<file path="src/sv/ice_pkg.sv">
// Shared constants for the indexed circular list engine: request codes
// and result status codes. No dependencies.
`default_nettype none
package ice_pkg;

  localparam int REQ_W = 4;
  localparam int STAT_W = 3;

  localparam logic [REQ_W-1:0] REQ_INS_FIRST = 4'd0;
  localparam logic [REQ_W-1:0] REQ_INS_LAST  = 4'd1;
  localparam logic [REQ_W-1:0] REQ_INS_AT    = 4'd2;
  localparam logic [REQ_W-1:0] REQ_DEL_FIRST = 4'd3;
  localparam logic [REQ_W-1:0] REQ_DEL_LAST  = 4'd4;
  localparam logic [REQ_W-1:0] REQ_DEL_AT    = 4'd5;
  localparam logic [REQ_W-1:0] REQ_DEL_VALUE = 4'd6;
  localparam logic [REQ_W-1:0] REQ_FIND      = 4'd7;
  localparam logic [REQ_W-1:0] REQ_READ      = 4'd8;
  localparam logic [REQ_W-1:0] REQ_SIZE      = 4'd9;
  localparam logic [REQ_W-1:0] REQ_REVERSE   = 4'd10;
  localparam logic [REQ_W-1:0] REQ_CLEAR     = 4'd11;

  localparam logic [STAT_W-1:0] ST_OK       = 3'd0;
  localparam logic [STAT_W-1:0] ST_EMPTY    = 3'd1;
  localparam logic [STAT_W-1:0] ST_RANGE    = 3'd2;
  localparam logic [STAT_W-1:0] ST_NOTFOUND = 3'd3;
  localparam logic [STAT_W-1:0] ST_FULL     = 3'd4;

endpackage
`default_nettype wire

</file>
<file path="src/sv/ice_cell.sv">
// One storage cell of the list ring: holds a word and takes its
// neighbor's word while the ring rotates. Depends on nothing.
`default_nettype none
module ice_cell #(
  parameter int DATA_WIDTH = 32
) (
  input  wire logic                  clk,
  input  wire logic                  shift_en,
  input  wire logic [DATA_WIDTH-1:0] d,
  output logic      [DATA_WIDTH-1:0] q
);

  logic [DATA_WIDTH-1:0] word_r;

  always_ff @(posedge clk) begin
    if (shift_en) begin
      word_r <= d;
    end
  end

  assign q = word_r;

endmodule
`default_nettype wire

</file>
<file path="src/sv/indexed_circular_list_engine_unit.sv">
// Indexed list engine top level: ring of ice_cell plus the pass sequencer.
// Depends on ice_pkg and ice_cell.
// Size, reverse, clear, unused codes and early errors answer in the cycle
// after the transfer; insert, delete, read and find turn the ring once and
// answer as the turn ends; delete by value turns it twice if the value is found.
// Throughput: 1 transfer/cycle for immediate requests; a pass request holds
// busy until its pass ends; results are strobed and cannot stall.
// Reset: count 0, forward orientation; cell contents are not cleared.
`default_nettype none
module indexed_circular_list_engine_unit
  import ice_pkg::*;
#(
  parameter int CAPACITY   = 16,
  parameter int DATA_WIDTH = 32
) (
  input  wire logic                          clk,
  input  wire logic                          rst_n,
  input  wire logic                          start,
  output logic                               busy,
  input  wire logic [REQ_W-1:0]              in_req_type,
  input  wire logic [$clog2(CAPACITY+1)-1:0] in_index,
  input  wire logic [DATA_WIDTH-1:0]         in_value,
  output logic                               out_valid,
  output logic [STAT_W-1:0]                  out_status,
  output logic [DATA_WIDTH-1:0]              out_data,
  output logic [$clog2(CAPACITY)-1:0]        out_position,
  output logic [$clog2(CAPACITY+1)-1:0]      out_count
);

  localparam int CW = $clog2(CAPACITY + 1);
  localparam int IW = $clog2(CAPACITY);
  localparam logic [IW-1:0] LAST_STEP = IW'(CAPACITY - 1);
  localparam logic [CW-1:0] CAP_C     = CW'(CAPACITY);
  localparam logic [CW-1:0] ONE_C     = CW'(1);

  typedef enum logic {S_IDLE, S_PASS} state_t;
  // ROT: plain rotation (read, scan); INS: open a gap; DEL: close a gap
  typedef enum logic [1:0] {P_ROT, P_INS, P_DEL} pass_t;

  state_t                state_r;
  pass_t                 pass_r;
  logic [REQ_W-1:0]      req_r;
  logic [IW-1:0]         step_r;
  logic [CW-1:0]         tgt_r;     // physical position of the gap or read
  logic [DATA_WIDTH-1:0] val_r;
  logic [DATA_WIDTH-1:0] carry_r;   // word displaced by an insert
  logic [DATA_WIDTH-1:0] data_r;
  logic [CW-1:0]         count_r;
  logic                  rev_r;     // list is stored back to front
  logic                  found_r;
  logic [IW-1:0]         mpos_r;    // physical position of the match
  logic [IW-1:0]         pos_r;     // logical position for delete by value
  logic                  out_valid_r;
  logic [STAT_W-1:0]     out_status_r;
  logic [DATA_WIDTH-1:0] out_data_r;
  logic [IW-1:0]         out_pos_r;

  // ------------------------------------------------------------------
  // Ring of cells. Cell 0 is the head; each rotation every cell takes
  // the word of its right neighbor and the last cell takes tail_d.
  // A full turn of the ring brings every word back to its own cell.
  // ------------------------------------------------------------------
  logic [DATA_WIDTH-1:0] cell_q [CAPACITY];
  logic [DATA_WIDTH-1:0] cell_d [CAPACITY];
  logic [DATA_WIDTH-1:0] head;
  logic [DATA_WIDTH-1:0] next_word;
  logic [DATA_WIDTH-1:0] tail_d;
  logic                  shift_en;

  assign shift_en = (state_r == S_PASS);

  for (genvar i = 0; i < CAPACITY; i++) begin : g_cell
    if (i == CAPACITY - 1) begin : g_tail
      assign cell_d[i] = tail_d;
    end else begin : g_link
      assign cell_d[i] = cell_q[i+1];
    end
    ice_cell #(.DATA_WIDTH(DATA_WIDTH)) u_cell (
      .clk      (clk),
      .shift_en (shift_en),
      .d        (cell_d[i]),
      .q        (cell_q[i])
    );
  end

  assign head      = cell_q[0];
  assign next_word = cell_q[1];

  // ------------------------------------------------------------------
  // Per-step decisions during a pass
  // ------------------------------------------------------------------
  logic [CW-1:0]         step_ext;
  logic                  before_tgt;
  logic                  at_tgt;
  logic                  last_step;
  logic                  hit;
  logic                  found_nxt;
  logic [IW-1:0]         mpos_nxt;
  logic [IW-1:0]         lpos_nxt;
  logic [DATA_WIDTH-1:0] data_nxt;

  assign step_ext   = CW'(step_r);
  assign before_tgt = (step_ext < tgt_r);
  assign at_tgt     = (step_ext == tgt_r);
  assign last_step  = (step_r == LAST_STEP);

  always_comb begin
    case (pass_r)
      P_INS:   tail_d = before_tgt ? head : (at_tgt ? val_r : carry_r);
      P_DEL:   tail_d = before_tgt ? head : next_word;
      default: tail_d = head;
    endcase
  end

  // first match in storage order, last match when stored reversed
  assign hit       = (step_ext < count_r) && (head == val_r) && (!found_r || rev_r);
  assign found_nxt = found_r | hit;
  assign mpos_nxt  = hit ? step_r : mpos_r;
  assign lpos_nxt  = rev_r ? IW'(count_r - ONE_C - CW'(mpos_nxt)) : mpos_nxt;
  assign data_nxt  = (at_tgt && (pass_r == P_DEL || req_r == REQ_READ)) ? head : data_r;

  // ------------------------------------------------------------------
  // Request decode at the transfer
  // ------------------------------------------------------------------
  logic          accept;
  logic          dec_imm;
  logic [STAT_W-1:0] dec_status;
  pass_t         dec_pass;
  logic [CW-1:0] dec_tgt;
  logic [CW-1:0] lpos;
  logic          is_empty;
  logic          is_full;

  assign accept   = start && (state_r == S_IDLE);
  assign is_empty = (count_r == '0);
  assign is_full  = (count_r >= CAP_C);

  always_comb begin
    dec_imm    = 1'b1;
    dec_status = ST_OK;
    dec_pass   = P_ROT;
    dec_tgt    = '0;
    lpos       = '0;
    unique case (in_req_type) inside
      REQ_INS_FIRST, REQ_INS_LAST, REQ_INS_AT: begin
        if (in_req_type == REQ_INS_FIRST) lpos = '0;
        else if (in_req_type == REQ_INS_LAST) lpos = count_r;
        else lpos = in_index;
        if (lpos > count_r) begin
          dec_status = ST_RANGE;
        end else if (is_full) begin
          dec_status = ST_FULL;
        end else begin
          dec_imm  = 1'b0;
          dec_pass = P_INS;
          dec_tgt  = rev_r ? (count_r - lpos) : lpos;
        end
      end
      REQ_DEL_FIRST, REQ_DEL_LAST: begin
        lpos = (in_req_type == REQ_DEL_FIRST) ? '0 : (count_r - ONE_C);
        if (is_empty) begin
          dec_status = ST_EMPTY;
        end else begin
          dec_imm  = 1'b0;
          dec_pass = P_DEL;
          dec_tgt  = rev_r ? (count_r - ONE_C - lpos) : lpos;
        end
      end
      REQ_DEL_AT: begin
        lpos = in_index;
        if (lpos >= count_r) begin
          dec_status = ST_RANGE;
        end else begin
          dec_imm  = 1'b0;
          dec_pass = P_DEL;
          dec_tgt  = rev_r ? (count_r - ONE_C - lpos) : lpos;
        end
      end
      REQ_DEL_VALUE, REQ_FIND: begin
        if (is_empty) begin
          dec_status = ST_EMPTY;
        end else begin
          dec_imm = 1'b0;
        end
      end
      REQ_READ: begin
        lpos = in_index;
        if (is_empty) begin
          dec_status = ST_EMPTY;
        end else if (lpos >= count_r) begin
          dec_status = ST_RANGE;
        end else begin
          dec_imm = 1'b0;
          dec_tgt = rev_r ? (count_r - ONE_C - lpos) : lpos;
        end
      end
      default: begin
        dec_imm = 1'b1;
      end
    endcase
  end

  // ------------------------------------------------------------------
  // Sequencer: state, pass bookkeeping and registered results
  // ------------------------------------------------------------------
  always_ff @(posedge clk) begin
    if (!rst_n) begin
      state_r     <= S_IDLE;
      out_valid_r <= 1'b0;
      count_r     <= '0;
      rev_r       <= 1'b0;
    end else begin
      out_valid_r <= 1'b0;
      unique case (state_r)
        S_IDLE: begin
          if (accept) begin
            req_r   <= in_req_type;
            val_r   <= in_value;
            pass_r  <= dec_pass;
            tgt_r   <= dec_tgt;
            step_r  <= '0;
            found_r <= 1'b0;
            mpos_r  <= '0;
            data_r  <= '0;
            if (dec_imm) begin
              out_valid_r  <= 1'b1;
              out_status_r <= dec_status;
              out_data_r   <= '0;
              out_pos_r    <= '0;
              if (dec_status == ST_OK && in_req_type == REQ_REVERSE) rev_r <= !rev_r;
              if (dec_status == ST_OK && in_req_type == REQ_CLEAR) count_r <= '0;
            end else begin
              state_r <= S_PASS;
            end
          end
        end
        S_PASS: begin
          carry_r <= head;
          found_r <= found_nxt;
          mpos_r  <= mpos_nxt;
          data_r  <= data_nxt;
          step_r  <= last_step ? '0 : (step_r + 1'b1);
          if (last_step) begin
            out_status_r <= ST_OK;
            out_data_r   <= '0;
            out_pos_r    <= '0;
            if (pass_r == P_INS) begin
              count_r     <= count_r + ONE_C;
              out_valid_r <= 1'b1;
              state_r     <= S_IDLE;
            end else if (pass_r == P_DEL) begin
              count_r     <= count_r - ONE_C;
              out_data_r  <= data_nxt;
              out_pos_r   <= (req_r == REQ_DEL_VALUE) ? pos_r : '0;
              out_valid_r <= 1'b1;
              state_r     <= S_IDLE;
            end else if (req_r == REQ_READ) begin
              out_data_r  <= data_nxt;
              out_valid_r <= 1'b1;
              state_r     <= S_IDLE;
            end else if (!found_nxt) begin
              out_status_r <= ST_NOTFOUND;
              out_valid_r  <= 1'b1;
              state_r      <= S_IDLE;
            end else if (req_r == REQ_FIND) begin
              out_pos_r   <= lpos_nxt;
              out_valid_r <= 1'b1;
              state_r     <= S_IDLE;
            end else begin
              // delete by value: second rotation closes the gap at the match
              pos_r  <= lpos_nxt;
              pass_r <= P_DEL;
              tgt_r  <= CW'(mpos_nxt);
            end
          end
        end
        default: begin
          state_r <= S_IDLE;
        end
      endcase
    end
  end

  assign busy         = (state_r != S_IDLE);
  assign out_valid    = out_valid_r;
  assign out_status   = out_status_r;
  assign out_data     = out_data_r;
  assign out_position = out_pos_r;
  assign out_count    = count_r;

  // ------------------------------------------------------------------
  // Assertions
  // ------------------------------------------------------------------
  a_count_bound: assert property (@(posedge clk) disable iff (!rst_n)
    count_r <= CAP_C)
    else $error("element count beyond capacity");

  a_result_when_idle: assert property (@(posedge clk) disable iff (!rst_n)
    out_valid_r |-> (state_r == S_IDLE))
    else $error("result strobed while a pass is running");

  a_accept_progress: assert property (@(posedge clk) disable iff (!rst_n)
    accept |=> (out_valid_r || busy))
    else $error("transfer neither answered nor started a pass");

  a_count_steady_in_pass: assert property (@(posedge clk) disable iff (!rst_n)
    (busy && !last_step) |=> $stable(count_r))
    else $error("count changed in the middle of a pass");

endmodule
`default_nettype wire
</file>
<file path="config.mk">
export PLATFORM = sky130hd
export DESIGN_NAME = indexed_circular_list_engine_unit
export DESIGN_NICKNAME = d
export VERILOG_FILES = /design/src/sv/ice_pkg.sv /design/src/sv/ice_cell.sv /design/src/sv/indexed_circular_list_engine_unit.sv
export SDC_FILE = /design/constraint.sdc
export NUM_CORES = 1
export LEC_CHECK = 0
export ABC_AREA = 1
export BUFFER_PORTS_ARGS = -buffer_cell sky130_fd_sc_hd__buf_2
export CORE_AREA = 2 2 209 211
export CTS_BUF_LIST = sky130_fd_sc_hd__clkbuf_8
export CTS_CLUSTER_SIZE = 10
export DETAILED_ROUTE_END_ITERATION = 10
export DIE_AREA = 0 0 211 213
export HOLD_SLACK_MARGIN = 0.02
export MAX_ROUTING_LAYER = met4
export PLACE_DENSITY = 0.82
export SLEW_MARGIN = 30
export SYNTH_ARGS = -nofsm -noshare
export SYNTH_HDL_FRONTEND = slang
export SYNTH_SLANG_ARGS = --single-unit
</file>
<file path="constraint.sdc">
create_clock -name clk -period 16.7 [get_ports clk]
set_input_delay 1.67 -clock clk [delete_from_list [all_inputs] [get_ports clk]]
set_output_delay 1.67 -clock clk [all_outputs]
set_load 0.03 [all_outputs]
</file>
### Word level (Yosys, flattened, before mapping)

Index checks and enable logic that the tools add are counted.

* output and inout port bits: 46
* logic and storage cells: 214
* input port bits: 44
* flip-flop bits (word level): 679

* add/subtract/negate cells: 7
* order comparisons: 5
* multiplexer cells: 111
* bitwise logic cells: 6
* reduce and logical (&&, ||, !) cells: 24
* equality and inequality tests: 28

Operators with widths (number)
* $mux W32: 11
* $pmux W32 S2: 3
* $mux W5: 25
* $mux W4: 13
* $eq A32 B32 Y1: 1
* $mux W2: 16
* $eq A4 B3 Y1 const B: 6
* $mux W1: 24
* $pmux W4 S2: 3
* $eq A4 B4 Y1 const B: 5
* $pmux W5 S2: 2
* $pmux W5 S4: 1
* $reduce_and A8 Y1: 2
* $mux W3: 5
* $sub A5 B5 Y5: 3
* $ne A2 B2 Y1 const B: 6
* $pmux W3 S4: 1
* $lt A4 B5 Y1: 2
* $eq A4 B2 Y1 const B: 2
* $reduce_and A4 Y1: 2
* $logic_and A1 B1 Y1: 6
* $ne A2 B1 Y1 const B: 3
* $pmux W1 S2: 3
* $pmux W2 S3: 1
* 28 further kinds: 35

### Depth between registers and ports, before layout

Gate-level depths: netlist of the first run.

* depth in word-level cells: 13
* gate-level depth with buffers: 22
* depth with buffers taken out: 22

### Cells and area by module

From an unflattened synthesis of the first run, not the netlist that was laid out.

* cell total of the unflattened synthesis: 1561
* area total of the unflattened synthesis: 24743.7 µm²

By module, submodules not included
* ice_cell: area an instance 960.9 µm², cells each 32, seq. area each 960.9 µm², times used 16
* indexed_circular_list_engine_unit: area an instance 9369.0 µm², cells each 1049, seq. area each 4934.7 µm², times used 1

### Worst setup path before layout of the first run

Ideal clock, no wire load.

* path type: register to register
* start: register state_r (netlist: busy)
* end: register out_data_r[0] (netlist: out_data[0]), enable pin
* setup time: 0.448 ns
* required time: 16.252 ns
* slack: 0.494 ns
* data arrival time: 15.758 ns
* cell stages (with the launch flop): 4
* path buffers: 1
* period minus slack after synthesis: 16.206 ns
* cell sequence: dfxtp_1 > inv_1 > clkbuf_1 > a21oi_1

* longest elaborated chain between the ends: 4
* elaborated cells between the ends (all ways): 6
* classes of those cells: eq/ne (3); bitwise (1); reduce/logical (2)

Ends and longest elaborated chain
* start: declaration: line indexed_circular_list_engine_unit.sv:40 `state_t state_r;`
* start signal: assignment: line indexed_circular_list_engine_unit.sv:208 `state_r <= S_IDLE;`
* start signal: assignment: line indexed_circular_list_engine_unit.sv:233 `state_r <= S_PASS;`
* start signal: assignment: line indexed_circular_list_engine_unit.sv:250 `state_r <= S_IDLE;`
* $not A1 Y1 (no source line)
* $logic_and A1 B1 Y1: line indexed_circular_list_engine_unit.sv:134 `assign accept = start && (state_r == S_IDLE);`
* $ne A2 B2 Y1 (no source line)
* $reduce_and A4 Y1 (no source line) *
* end signal: assignment: line indexed_circular_list_engine_unit.sv:253 `out_data_r <= data_nxt;`
* end signal: assignment: line indexed_circular_list_engine_unit.sv:258 `out_data_r <= data_nxt;`
* end: declaration: line indexed_circular_list_engine_unit.sv:55 `logic [DATA_WIDTH-1:0] out_data_r;`

Mark *: on every way between the ends. The rest lies on a longest branch, timed or not.
A chain may end at the register's enable or synchronous reset.

### Worst setup path after layout of the first run

* start: input port in_req_type[3]
* end: register out_data_r[20] (netlist: out_data[20]), enable pin

* longest elaborated chain between the ends: 9
* elaborated cells between the ends (all ways): 19
* classes of those cells: order compare (1); eq/ne (9); mux (5); reduce/logical (4)

Ends and longest elaborated chain
* start: declaration: line indexed_circular_list_engine_unit.sv:20 `input wire logic [REQ_W-1:0] in_req_type,`
* $eq A4 B1 Y1: line indexed_circular_list_engine_unit.sv:147 `else if (in_req_type == REQ_INS_LAST) lpos = count_r;`
* $mux W5: line indexed_circular_list_engine_unit.sv:147
* $mux W5: line indexed_circular_list_engine_unit.sv:146 `if (in_req_type == REQ_INS_FIRST) lpos = '0;`
* $mux W5: line indexed_circular_list_engine_unit.sv:144 `unique case (in_req_type) inside`
* $gt A5 B5 Y1: line indexed_circular_list_engine_unit.sv:149 `if (lpos > count_r) begin`
* $mux W1: line indexed_circular_list_engine_unit.sv:149
* $pmux W1 S4 *: line indexed_circular_list_engine_unit.sv:144
* $ne A2 B2 Y1 (no source line) *
* $reduce_and A4 Y1 (no source line) *

Mark *: on every way between the ends. The rest lies on a longest branch, timed or not. The select of a mux whose other input is x is not followed.

==> impl_results.md, run 1 <==
- Slowest-stage cell, CP: buf_4
- Fin. Hold Viols: 0
- DIE AREA: 44,900 µm²
- HP Class: reg2reg
- Share of layout cells above drive strength 1: 14.7%
- Status: finished, final reports clean
- Crit-path cells: buf_2 > nor2_1 > inv_1 > nor2_4 > nor2_1 > nor3_1 > inv_1 > ha_1 > nand2_1 > nand2_1 > a21oi_1 > o21a_1 > nand2_1 > nand4_1 > nand2_1 > a21oi_4 > buf_4
- Syn_nets: 1,543
- Later-pin clock latency in the skew report: 0.66 ns
- Async S/R FF share, synth: 0%
- Initial core utilization: between 50% and 60%
- Critical Path Start Type: primary input
- Post-synthesis cell count: 1,466
- Final period util: 26.7%
- Clk sinks: 679
- Syn Std Cell Area: 24,400 µm²
- Total vias in the final route: 12.5k
- Final routed DRC violation total: 0
- Initial antenna violation count: 2
- Vias per Instance: 5.55
- CTS max path bufs: 3
- Min Hold Slack: between 0.4 and 0.5 ns
- Max_cap viols: 0
- Post-synth top area share: 82.5%
- Die span in x: 211 µm
- First-pass GRT wire length: 68,200 µm
- CTS tree: built
- Worst-path fanout max: 39
- I/O pin cnt: 90
- Filler cells: 2,776
- Pleak: 9.81 nW
- Ys Warns: 0
- #FFs+latches synth: 679
- Final Skew: 0.0341 ns
- Syn Area/Cell: 16.7 µm²
- GRT Overall Usage: 20.8%
- Power Density: 128 nW/µm²
- Initial drt markers: approximately 1.1k
- Critical Path AT: 4.75 ns
- Pin count of the biggest net entering global routing: 134
- CP required: 16.99 ns
- Die H: 213 µm
- Synth top area cells: edfxtp_1 (82%), nand2_1 (2.6%), nor2_1 (2.3%), o21ai_0 (2.0%), ha_1 (1.5%)
- Slew at the pin closest to its max-slew limit: 0.930 ns
- CP Capture Type: flip-flop
- Post-CTS Hold Buffers: 0
- PortBufs: 89
- Number of flops mapped to enable cells by yosys: 671
- Avg WL per Cell: 20.0 µm
- Area Growth Syn to Fin: 12.4%
- Grt ovf: 0
- Setup bufs post-CTS: 0
- Slew Limit Fails: 0
- Top delay family on crit path: simple AND/OR/NAND/NOR gates
- Post_cts resized: 0
- TritonRoute pass-1 iters: 5
- Remaining antenna violation count after routing: 0
- Vias in the first global route: 12.4k
- WL final: between 40,000 and 50,000 µm
- Cell with the most instances after synthesis: edfxtp_1
- Clock Tree Root: clkbuf_8
- Post-synthesis sequential area ratio: 83.1%
- RSZ-0062 raised after global routing: no
- Final net count: 1,713
- Worst setup path class: in2reg
- Most used DFF post-synth: edfxtp_1
- Row count: 76
- RePlAce Congestion: 0.863
- Crit path time final: 4.46 ns
- Number of buffers created by CTS: 98
- H-Tree Depth: 3
- Peak VDD IR: slightly above 0.06 mV
- Max Fclk: 224 MHz
- Cell variety after synth: 45
- Most used cell, CP: nand2_1
- Max_slew headroom: 38.0%
- Commonest cells in the netlist: edfxtp_1 (671), nand2_1 (169), nor2_1 (151)
- Crit path largest cell delay: 0.50 ns
- TNS Setup: 0 ns
- CP Buf/Inv Count: 4
- CTS clk-pin slew, worst paths: 0.07 ns
- # setup viols final: 0
- Synth area leader: edfxtp_1
- CORE AREA: approximately 43,000 µm²
- Post-DP HPWL: 26,300 µm
==> layout by cell type (no fill, tap or decap), types with 3 or more instances in the layout <==
master / synthesis / final
clkbuf_8: 0 / 99
buf_2: 6 / 89
or2_2: 3 / 3
buf_4: 0 / 11
dfxtp_1: 8 / 7
a22o_1: 24 / 24
clkinv_2: 0 / 10
o21ai_0: 99 / 99
fa_1: 3 / 3
nand2_2: 3 / 3
xor2_1: 5 / 5
ha_1: 30 / 29
nor3_1: 6 / 6
nor4_1: 4 / 3
nor2_2: 3 / 4
bufinv_16: 0 / 4
nand4_1: 9 / 9
nand2_1: 169 / 167
inv_2: 4 / 4
o21ai_1: 4 / 4
edfxtp_1: 671 / 671
nor2_4: 4 / 5
nor2_1: 151 / 149
nand3_1: 27 / 27
a211oi_1: 4 / 4
o211ai_1: 7 / 7
inv_1: 83 / 114
mux2i_1: 24 / 24
clkinv_1: 2 / 28
xnor2_1: 26 / 26
a21oi_1: 38 / 37
==> per-stage QoR <==
step                      std cells  cell area (µm²)  total power [mW]  setup slack, ns  utilization, %
after global routing           2261            27500              3.65            12.04            64.3
after detailed placement       2081            25600              2.32            11.60            60.0
after floorplan                1466            24400              2.29            0.494               -
after CTS                      2258            27400              3.54            11.96            64.2
after global placement         2080            25600              2.31            11.77            59.9
final                          2261            27500              3.51            12.24            64.3
==> layout make-up <==
type | count | area [µm²] | share of cell area, %
Sequential cell | 679 | 20300 | 74.0
Multi-Input combinational cell | 663 | 3700 | 13.5
Clock buffer | 99 | 1360 | 4.96
Tap cell | 546 | 683 | 2.49
Inverter | 89 | 334 | 1.22
Clock inverter | 78 | 449 | 1.64
Timing Repair Buffer | 105 | 626 | 2.28
Antenna cell | 2 | 5.00 | 0.0182
==> kinds of logic after synthesis <==
| kind of cell | share of synthesized area (%) |
|---|---|
| AND/OR/NAND/NOR | 6.52 |
| adder cells (fa/ha/maj) | 1.78 |
| other | 0.0153 |
| flip-flops | 83.1 |
| XOR/XNOR | 1.11 |
| AO/OA/AOI/OAI | 4.53 |
| multiplexers | 0.983 |
| buffers and inverters | 1.94 |
==> power by group <==
| group | leakage, nW | switching (mW) | internal, mW | total, mW |
|---|---|---|---|---|
| combinational | 2.47 | 0.170 | 0.0581 | 0.228 |
| sequential | 6.29 | 0.0446 | 2.02 | 2.06 |
| clock | 1.05 | 0.604 | 0.618 | 1.22 |
| total | 9.81 | 0.819 | 2.70 | 3.51 |
==> registers in the layout, summed over array words and instances (netlist names), 5 cells and up <==
signal           count
tgt_r                5
data_r              32
out_count            5
out_data            32
g_cell.u_cell.q    512
carry_r             32
val_r               32
==> routing by layer <==
| metal | vias up | wire [µm] | GRT usage (%) |
|---|---|---|---|
| li1 | 5748 | - | - |
| met3 | 104 | 3340 | 4.32 |
| met1 | 6153 | 19900 | 29.1 |
| met5 | - | 0 | - |
| met2 | 544 | 20400 | 29.9 |
| met4 | 0 | 1450 | 9.59 |
==> final timing paths <==
kind	start	endpoint	slack [ns]	cells after the start
max	in_req_type[3]	out_data[20]	12.24	17
min	g_cell[2].u_cell.q[27]	g_cell[1].u_cell.q[27]	0.40	0
max reg2reg	rev_r	out_position[3]	12.80	20
min reg2reg	g_cell[2].u_cell.q[27]	g_cell[1].u_cell.q[27]	0.40	0
Note: power is estimated with default switching activity, not from simulation.
==> run 2: changes to the inputs <==
CORE_AREA = 2 2 199 201   (was 2 2 209 211)
DIE_AREA = 0 0 201 203   (was 0 0 211 213)
PLACE_DENSITY = 0.85   (was 0.82)
clock period = 4.7 ns   (was 16.7 ns; I/O delays follow)
==> impl_results.md, run 2 (synthesized netlist as in run 1, its figures left out) <==
- Status: finished, final reports clean (unchanged)
- Avg WL per Cell: 21.9 µm (was 20.0 µm)
- CP required: 5.06 ns (was 16.99 ns)
- Later-pin clock latency in the skew report: 0.67 ns (was 0.66 ns)
- Vias per Instance: 5.80 (was 5.55)
- Final routed DRC violation total: 0 (unchanged)
- Global routing usage on met3: 4.96% (was 4.32%)
- Design area: 27,900 µm² (was 27,500 µm²)
- Grt ovf: 0 (unchanged)
- Switching share of power: 24.2% (was 23.3%)
- GRT Overall Usage: 24.9% (was 20.8%)
- Initial drt markers: 1,592 (was 1,145)
- Max_cap viols: 0 (unchanged)
- Final net count: 1,753 (was 1,713)
- Clk sinks: 679 (unchanged)
- Global-route met1 utilization: 34.5% (was 29.1%)
- TritonRoute pass-1 iters: 6 (was 5)
- Clock power frac: 35.5% (was 34.8%)
- Slew Limit Fails: 0 (unchanged)
- Die H: 203 µm (was 213 µm)
- Vias in the first global route: 13.1k (was 12.4k)
- Most used cell, CP: nand2_1 (unchanged)
- RSZ-0062 raised after global routing: no (unchanged)
- Final Skew: 0.0272 ns (was 0.0341 ns)
- Worst r2r src: rev_r (unchanged)
- Logic pwr share: 6.8% (was 6.5%)
- Crit path largest cell delay: 0.53 ns (was 0.50 ns)
- Critical Path Start Type: primary input (unchanged)
- Worst slack, placed: 0.659 ns (was 11.60 ns)
- Initial core utilization: 63.5% (was 57.2%)
- Filler cells: 2,139 (was 2,776)
- Number of buffers created by CTS: 100 (was 98)
- Initial antenna violation count: 0 (was 2)
- Power Total: 12.7 mW (was 3.51 mW)
- Hold depth: 3 (was 0)
- CP Buf/Inv Count: 5 (was 4)
- Slowest-stage cell, CP: dlygate4sd3_1 (was buf_4)
- Top delay family on crit path: simple AND/OR/NAND/NOR gates (unchanged)
- HP Class: in2reg (was reg2reg)
- Slew at the pin closest to its max-slew limit: 1.01 ns (was 0.930 ns)
- Power Internal: 9.65 mW (was 2.70 mW)
- Fin cells: 2,274 (was 2,261)
- Row count: 72 (was 76)
- Crit-path cells: dlygate4sd3_1 > buf_2 > nor2_1 > inv_1 > nor2_4 > nor2_1 > nor3_1 > inv_1 > ha_1 > nand2_1 > nand2_1 > a21oi_1 > o21a_1 > nand2_1 > nand4_1 > nand2_1 > a21oi_4 > buf_4 (was buf_2 > nor2_1 > inv_1 > nor2_4 > nor2_1 > nor3_1 > inv_1 > ha_1 > nand2_1 > nand2_1 > a21oi_1 > o21a_1 > nand2_1 > nand4_1 > nand2_1 > a21oi_4 > buf_4)
- Post-DP HPWL: 27,200 µm (was 26,300 µm)
- PortBufs: 89 (unchanged)
- H-Tree Depth: 3 (unchanged)
- CTS clk-pin slew, worst paths: 0.06 ns (was 0.07 ns)
- Power Density: 456 nW/µm² (was 128 nW/µm²)
- Worst-path fanout max: 13 (was 39)
- GR met2 Demand/Resource: 36.8% (was 29.9%)
- DIE AREA: 40,800 µm² (was 44,900 µm²)
- Commonest cells after routing, fill and taps aside: edfxtp_1 (671), nand2_1 (165), nor2_1 (148) (was edfxtp_1 (671), nand2_1 (167), nor2_1 (149))
- Area Growth Syn to Fin: 14.1% (was 12.4%)
- I/O pin cnt: 90 (unchanged)
- Total vias in the final route: 13.2k (was 12.5k)
- Diodes inserted: 0 (was 2)
- Psw: 3.08 mW (was 819 µW)
- Commonest non-fill, non-tap cell in the layout: edfxtp_1 (unchanged)
- RePlAce Congestion: 0.879 (was 0.863)
- Clock Tree Root: clkbuf_8 (unchanged)
- Post-CTS Hold Buffers: 36 (was 0)
- # setup viols final: 0 (unchanged)
- Worst setup path class: in2reg (unchanged)
- CTS tree: built (unchanged)
- Share of layout cells above drive strength 1: 15.3% (was 14.7%)
- Die span in x: 201 µm (was 211 µm)
- Critical Path AT: 4.30 ns (was 4.75 ns)
- CP Capture Type: flip-flop (unchanged)
- Fin. Hold Viols: 0 (unchanged)
- Min-Delay Endpoint: out_count[3] (was g_cell[1].u_cell.q[27])
- Dpl cells: 2,056 (was 2,081)
- Max reg flops: 512 (unchanged)
- Max_slew headroom: 32.0% (was 38.0%)
- Crit path time final: 3.94 ns
- Pleak: 9.99 nW (was 9.81 nW)
- Final period util: 83.8%
- Placed cell area: 25,600 µm² (about the same)
- CORE AREA: 38,500 µm² (was 42,700 µm²)
- First-pass GRT wire length: 73,600 µm (was 68,200 µm)
- Hold Path Origin: rst_n (was g_cell[2].u_cell.q[27])
- Setup bufs post-CTS: 0 (unchanged)
- Post_cts resized: 0 (unchanged)
- Reg power frac: 57.7% (was 58.7%)
- FF-to-FF path depth: 20 (unchanged)
- Worst r2r dst: out_position[3] (unchanged)
- Remaining antenna violation count after routing: 0 (unchanged)
- WL final: 49,800 µm (was 45,200 µm)
- Peak VDD IR: 0.214 mV (was 0.0609 mV)
- Pin count of the biggest net entering global routing: 94 (was 134)
- CTS max path bufs: 3 (unchanged)
- Worst reg2reg setup slack: 1.08 ns (was 12.80 ns)
- Most Used Layer, Global Route: met2 (unchanged)
- Max Fclk: roughly 250 MHz
- TNS Setup: 0 ns (unchanged)
- Setup ws final: 0.763 ns (was 12.24 ns)
run 2: metrics by stage:
| stage | hold WS, ns | utilization, % |
|---|---|---|
| 2_1_floorplan | 0.400 | - |
| 5_1_grt | 0.254 | 72.5 |
| 3_5_place_dp | 0.405 | 66.7 |
| 6_report | 0.256 | 72.5 |
| 3_3_place_gp | 0.401 | 66.5 |
| 4_1_cts | 0.201 | 72.4 |
run 2: power by group through the flow:
stage                     Clock (mW)  Sequential, mW  Combinational, mW
after floorplan                    0            7.60              0.371
after global placement             0            7.44              0.769
after detailed placement           0            7.45              0.812
after CTS                       4.53            7.34              0.842
after global routing            4.84            7.38              0.932
final                           4.52            7.35              0.861
run 2: area by class of cell:
cell class / instances / area, µm² / area share (%)
clock buffers: 101 / 1390 / 4.99
clock inverters: 81 / 475 / 1.71
inverters: 89 / 338 / 1.21
multi-input cells: 663 / 3720 / 13.3
flip-flops and latches: 679 / 20300 / 72.9
well taps: 518 / 648 / 2.33
repair buffers: 143 / 990 / 3.55
run 2: how the worst max path moves through the flow:
stage	start	endpoint	depth (start not counted)
after floorplan	busy	pass_r[0]	4
after global placement	in_req_type[3]	out_data[22]	17
after detailed placement	in_req_type[3]	out_data[25]	17
after CTS	in_req_type[3]	out_data[0]	18
after global routing	in_req_type[3]	out_data[21]	18
final	in_req_type[3]	out_data[30]	18
run 2: routing by layer:
layer  routed length, µm  vias up  share of wire (%)
li1                    -     5823                  -
met1               20500     6460                 41
met2               23300      758                 47
met3                4280      143                8.6
met4                1670        0                3.3
met5                   0        -                  0
run 2: worst min-delay path, cell delays in order:
cell and delay [ns]:
buf_2 0.14, inv_1 0.19, a21oi_1 0.06
==> run 3: changes to the inputs <==
ABC_AREA = 0   (was 1)
CORE_AREA = 2 2 209 211   (was 2 2 199 201)
DIE_AREA = 0 0 211 213   (was 0 0 201 203)
PLACE_DENSITY = 0.82   (was 0.85)
clock period = 3.2 ns   (was 4.7 ns; I/O delays follow)
==> impl_results.md, run 3 <==
- # setup viols final: 6 (was 0)
- Worst setup path class: reg2reg (was in2reg)
- Peak VDD IR: 0.522 mV (was 0.214 mV)
- Top delay family on crit path: simple AND/OR/NAND/NOR gates (unchanged)
- Clk sinks: 679 (unchanged)
- Initial core utilization: 57.2% (was 63.5%)
- Critical Path Source: g_cell[0].u_cell.q[16] (was in_req_type[3])
- Vias per Instance: 5.55 (was 5.80)
- Worst r2r dst: out_position[3] (unchanged)
- Power Density: 595 nW/µm² (was 456 nW/µm²)
- Critical Path AT: 4.01 ns (was 4.30 ns)
- Area Growth Syn to Fin: 17.7% (was 14.1%)
- Min-Delay Endpoint: req_r[2] (was out_count[3])
- Hold depth: 2 (was 3)
- Crit path time final: 3.58 ns
- Max Fclk: 279 MHz
- Final routed DRC violation total: 0 (unchanged)
- Die H: 213 µm (was 203 µm)
- Fin. Hold Viols: 0 (unchanged)
- Setup ws final: -0.379 ns (was 0.763 ns)
- CP Buf/Inv Count: 1 (was 5)
- FF-to-FF path depth: 14 (was 20)
- Vias in the first global route: 12.5k (was 13.1k)
- RSZ-0062 raised after global routing: yes (was no)
- Syn Area/Cell: 18.2 µm² (was 16.7 µm²)
- Global-route met1 utilization: 29.3% (was 34.5%)
- Most Used Layer, Global Route: met2 (unchanged)
- First-pass GRT wire length: 70,700 µm (was 73,600 µm)
- Row count: 76 (was 72)
- Synth area leader: edfxtp_1 (unchanged)
- WL final: 47,500 µm (was 49,800 µm)
- Dpl cells: 2,041 (was 2,056)
- GRT Overall Usage: 22.0% (was 24.9%)
- H-Tree Depth: 3 (unchanged)
- Post-synthesis sequential area ratio: 83.2% (was 83.1%)
- Slew at the pin closest to its max-slew limit: 0.920 ns (was 1.01 ns)
- Initial antenna violation count: 2 (was 0)
- Number of flops mapped to enable cells by yosys: 671 (unchanged)
- Slowest-stage cell, CP: or4_4 (was dlygate4sd3_1)
- CTS tree: built (unchanged)
- Commonest cells in the netlist: edfxtp_1 (671), nor2_1 (125), a21oi_1 (66), mux2i_1 (66), nand2_1 (63) (was edfxtp_1 (671), nand2_1 (169), nor2_1 (151))
- Fin cells: 2,278 (was 2,274)
- Pleak: 10.1 nW (was 9.99 nW)
- Crit path largest cell delay: 0.50 ns (was 0.53 ns)
- RePlAce Congestion: 0.885 (was 0.879)
- Clock Tree Root: clkbuf_8 (unchanged)
- Worst reg2reg setup slack: -0.38 ns (was 1.08 ns)
- Syn_nets: 1,419 (was 1,543)
- Ys Warns: 0 (unchanged)
- Slew Limit Fails: 0 (unchanged)
- Hold Path Origin: in_req_type[2] (was rst_n)
- Remaining antenna violation count after routing: 0 (unchanged)
- Power Total: 17.1 mW (was 12.7 mW)
- Synth top area cells: edfxtp_1 (83%), mux2i_1 (2.7%), nor2_1 (1.9%), ha_1 (1.5%), a21oi_1 (1.4%) (was edfxtp_1 (82%), nand2_1 (2.6%), nor2_1 (2.3%), o21ai_0 (2.0%), ha_1 (1.5%))
- Worst slack, placed: -0.576 ns (was 0.659 ns)
- Commonest cells after routing, fill and taps aside: edfxtp_1 (671), nor2_1 (124), buf_4 (114) (was edfxtp_1 (671), nand2_1 (165), nor2_1 (148))
- Commonest non-fill, non-tap cell in the layout: edfxtp_1 (unchanged)
- Post-synth top area share: 82.5% (about the same)
- Syn Std Cell Area: 24,400 µm² (about the same)
- Final Skew: 0.0373 ns (was 0.0272 ns)
- CP Capture Type: flip-flop (unchanged)
- Post-synthesis cell count: 1,342 (was 1,466)
- Async S/R FF share, synth: 0% (unchanged)
- Number of buffers created by CTS: 100 (unchanged)
- Grt ovf: 0 (unchanged)
- #FFs+latches synth: 679 (unchanged)
- Cell with the most instances after synthesis: edfxtp_1 (unchanged)
- GR met2 Demand/Resource: 33.5% (was 36.8%)
- Worst-path fanout max: 2 (was 13)
- Final net count: 1,726 (was 1,753)
- I/O pin cnt: 90 (unchanged)
- Worst r2r src: g_cell[0].u_cell.q[16] (was rev_r)
- TritonRoute pass-1 iters: 5 (was 6)
- CP required: 3.63 ns (was 5.06 ns)
- Initial drt markers: 1,217 (was 1,592)
- Failing checks: setup timing
- Area of the multi-input gates: 4030 µm² (was 3720 µm²)
- Global routing usage on met3: 4.47% (was 4.96%)
- Share of layout cells above drive strength 1: 22.7% (was 15.3%)
- Pin count of the biggest net entering global routing: 180 (was 94)
- Most used DFF post-synth: edfxtp_1 (unchanged)
- Critical Path Start Type: flip-flop (was primary input)
- Filler cells: 2,685 (was 2,139)
- DIE AREA: 44,900 µm² (was 40,800 µm²)
- Max_slew headroom: 38.6% (was 32.0%)
- Max reg flops: 512 (unchanged)
- HP Class: in2reg (unchanged)
- Avg WL per Cell: 20.8 µm (was 21.9 µm)
- CTS clk-pin slew, worst paths: 0.06 ns (about the same)
- Post-DP HPWL: 29,000 µm (was 27,200 µm)
- Register area: 20,300 µm² (about the same)
- Cell variety after synth: 64 (was 45)
- CORE AREA: 42,700 µm² (was 38,500 µm²)
- Max_cap viols: 0 (unchanged)
- Later-pin clock latency in the skew report: 0.68 ns (was 0.67 ns)
- Total vias in the final route: 12.6k (was 13.2k)
- CTS max path bufs: 3 (unchanged)
- Final period util: 112%
- Status: finished with violations (was finished, final reports clean)
- Die span in x: 211 µm (was 201 µm)
- PortBufs: 89 (unchanged)
- Crit-path cells: xor2_1 > nor4_1 > buf_4 > nand4_1 > or4_4 > o21ai_4 > and2_4 > ha_4 > a21o_1 > a21oi_2 > xnor2_1 > nor2_1 > or3_1 > a32o_1 (was dlygate4sd3_1 > buf_2 > nor2_1 > inv_1 > nor2_4 > nor2_1 > nor3_1 > inv_1 > ha_1 > nand2_1 > nand2_1 > a21oi_1 > o21a_1 > nand2_1 > nand4_1 > nand2_1 > a21oi_4 > buf_4)
## run 3: logic make-up after synthesis
group / count (synthesis) / synth area share [%]
buffers and inverters: 74 / 1.19
adder cells (fa/ha/maj): 33 / 1.78
multiplexers: 67 / 2.75
AO/OA/AOI/OAI: 174 / 4.35
XOR/XNOR: 46 / 1.65
AND/OR/NAND/NOR: 268 / 5.10
other: 1 / 0.0154
flip-flops: 679 / 83.2
## run 3: worst max path at each step
| stage | endpoint | slack (ns) | cells past startpoint |
|---|---|---|---|
| floorplan | pos_r[0] | -2.38 | 3 |
| global placement | out_position[3] | -0.48 | 13 |
| detailed placement | out_position[3] | -0.58 | 13 |
| CTS | out_position[3] | -0.32 | 14 |
| global route | out_position[3] | -0.56 | 16 |
| finish | out_position[3] | -0.38 | 14 |
## run 3: layer usage
layer / vias to the layer above / wire, µm / share of wire (%)
li1: 5761 / - / -
met1: 6315 / 20800 / 44
met2: 442 / 22500 / 47
met3: 116 / 2680 / 5.6
met4: 0 / 1540 / 3.2
met5: - / 0 / 0
## run 3: power by group
group          switching [mW]  internal, mW  total, mW
Sequential             0.0864          10.0       10.1
Clock                    3.18          3.11       6.30
Combinational           0.483         0.243      0.726
Total                    3.75          13.4       17.1
## run 3: cell type report
cell class                      count  share of cell area (%)
Sequential cell                   679                    70.7
Multi-Input combinational cell    589                    14.0
Timing Repair Buffer              245                    6.17
Clock buffer                      100                    4.79
Tap cell                          546                    2.38
Clock inverter                     82                    1.51
Inverter                           34                   0.444
Antenna cell                        3                  0.0261
## run 3: worst reg2reg max path: stages (launching register included)
cell and delay [ns]:
edfxtp_1 0.42, xor2_1 0.20, nor4_1 0.30, buf_4 0.17, nand4_1 0.16, or4_4 0.50
o21ai_4 0.16, and2_4 0.18, ha_4 0.20, a21o_1 0.16, a21oi_2 0.13, xnor2_1 0.12
nor2_1 0.06, or3_1 0.33, a32o_1 0.25
## run 3: per-stage QoR
stage | cell area [µm²] | TNS (ns) | hold slack, ns | util [%]
4_1_cts | 28700 | -1.07 | 0.0202 | 67.1
6_report | 28800 | -1.52 | 0.0783 | 67.3
3_3_place_gp | 26400 | -1.89 | 0.401 | 61.7
5_1_grt | 28800 | -3.58 | 0.0390 | 67.3
3_5_place_dp | 26400 | -2.40 | 0.405 | 61.7
2_1_floorplan | 24600 | -1029.31 | 0.400 | -
## run 3: repair_timing
action,4_1_cts,5_1_grt
gates resized for setup,6,12
setup endpoints to repair,6,8
setup buffers,15,4
pin swaps,11,5
hold buffers,34,0
hold endpoints to repair,40,0
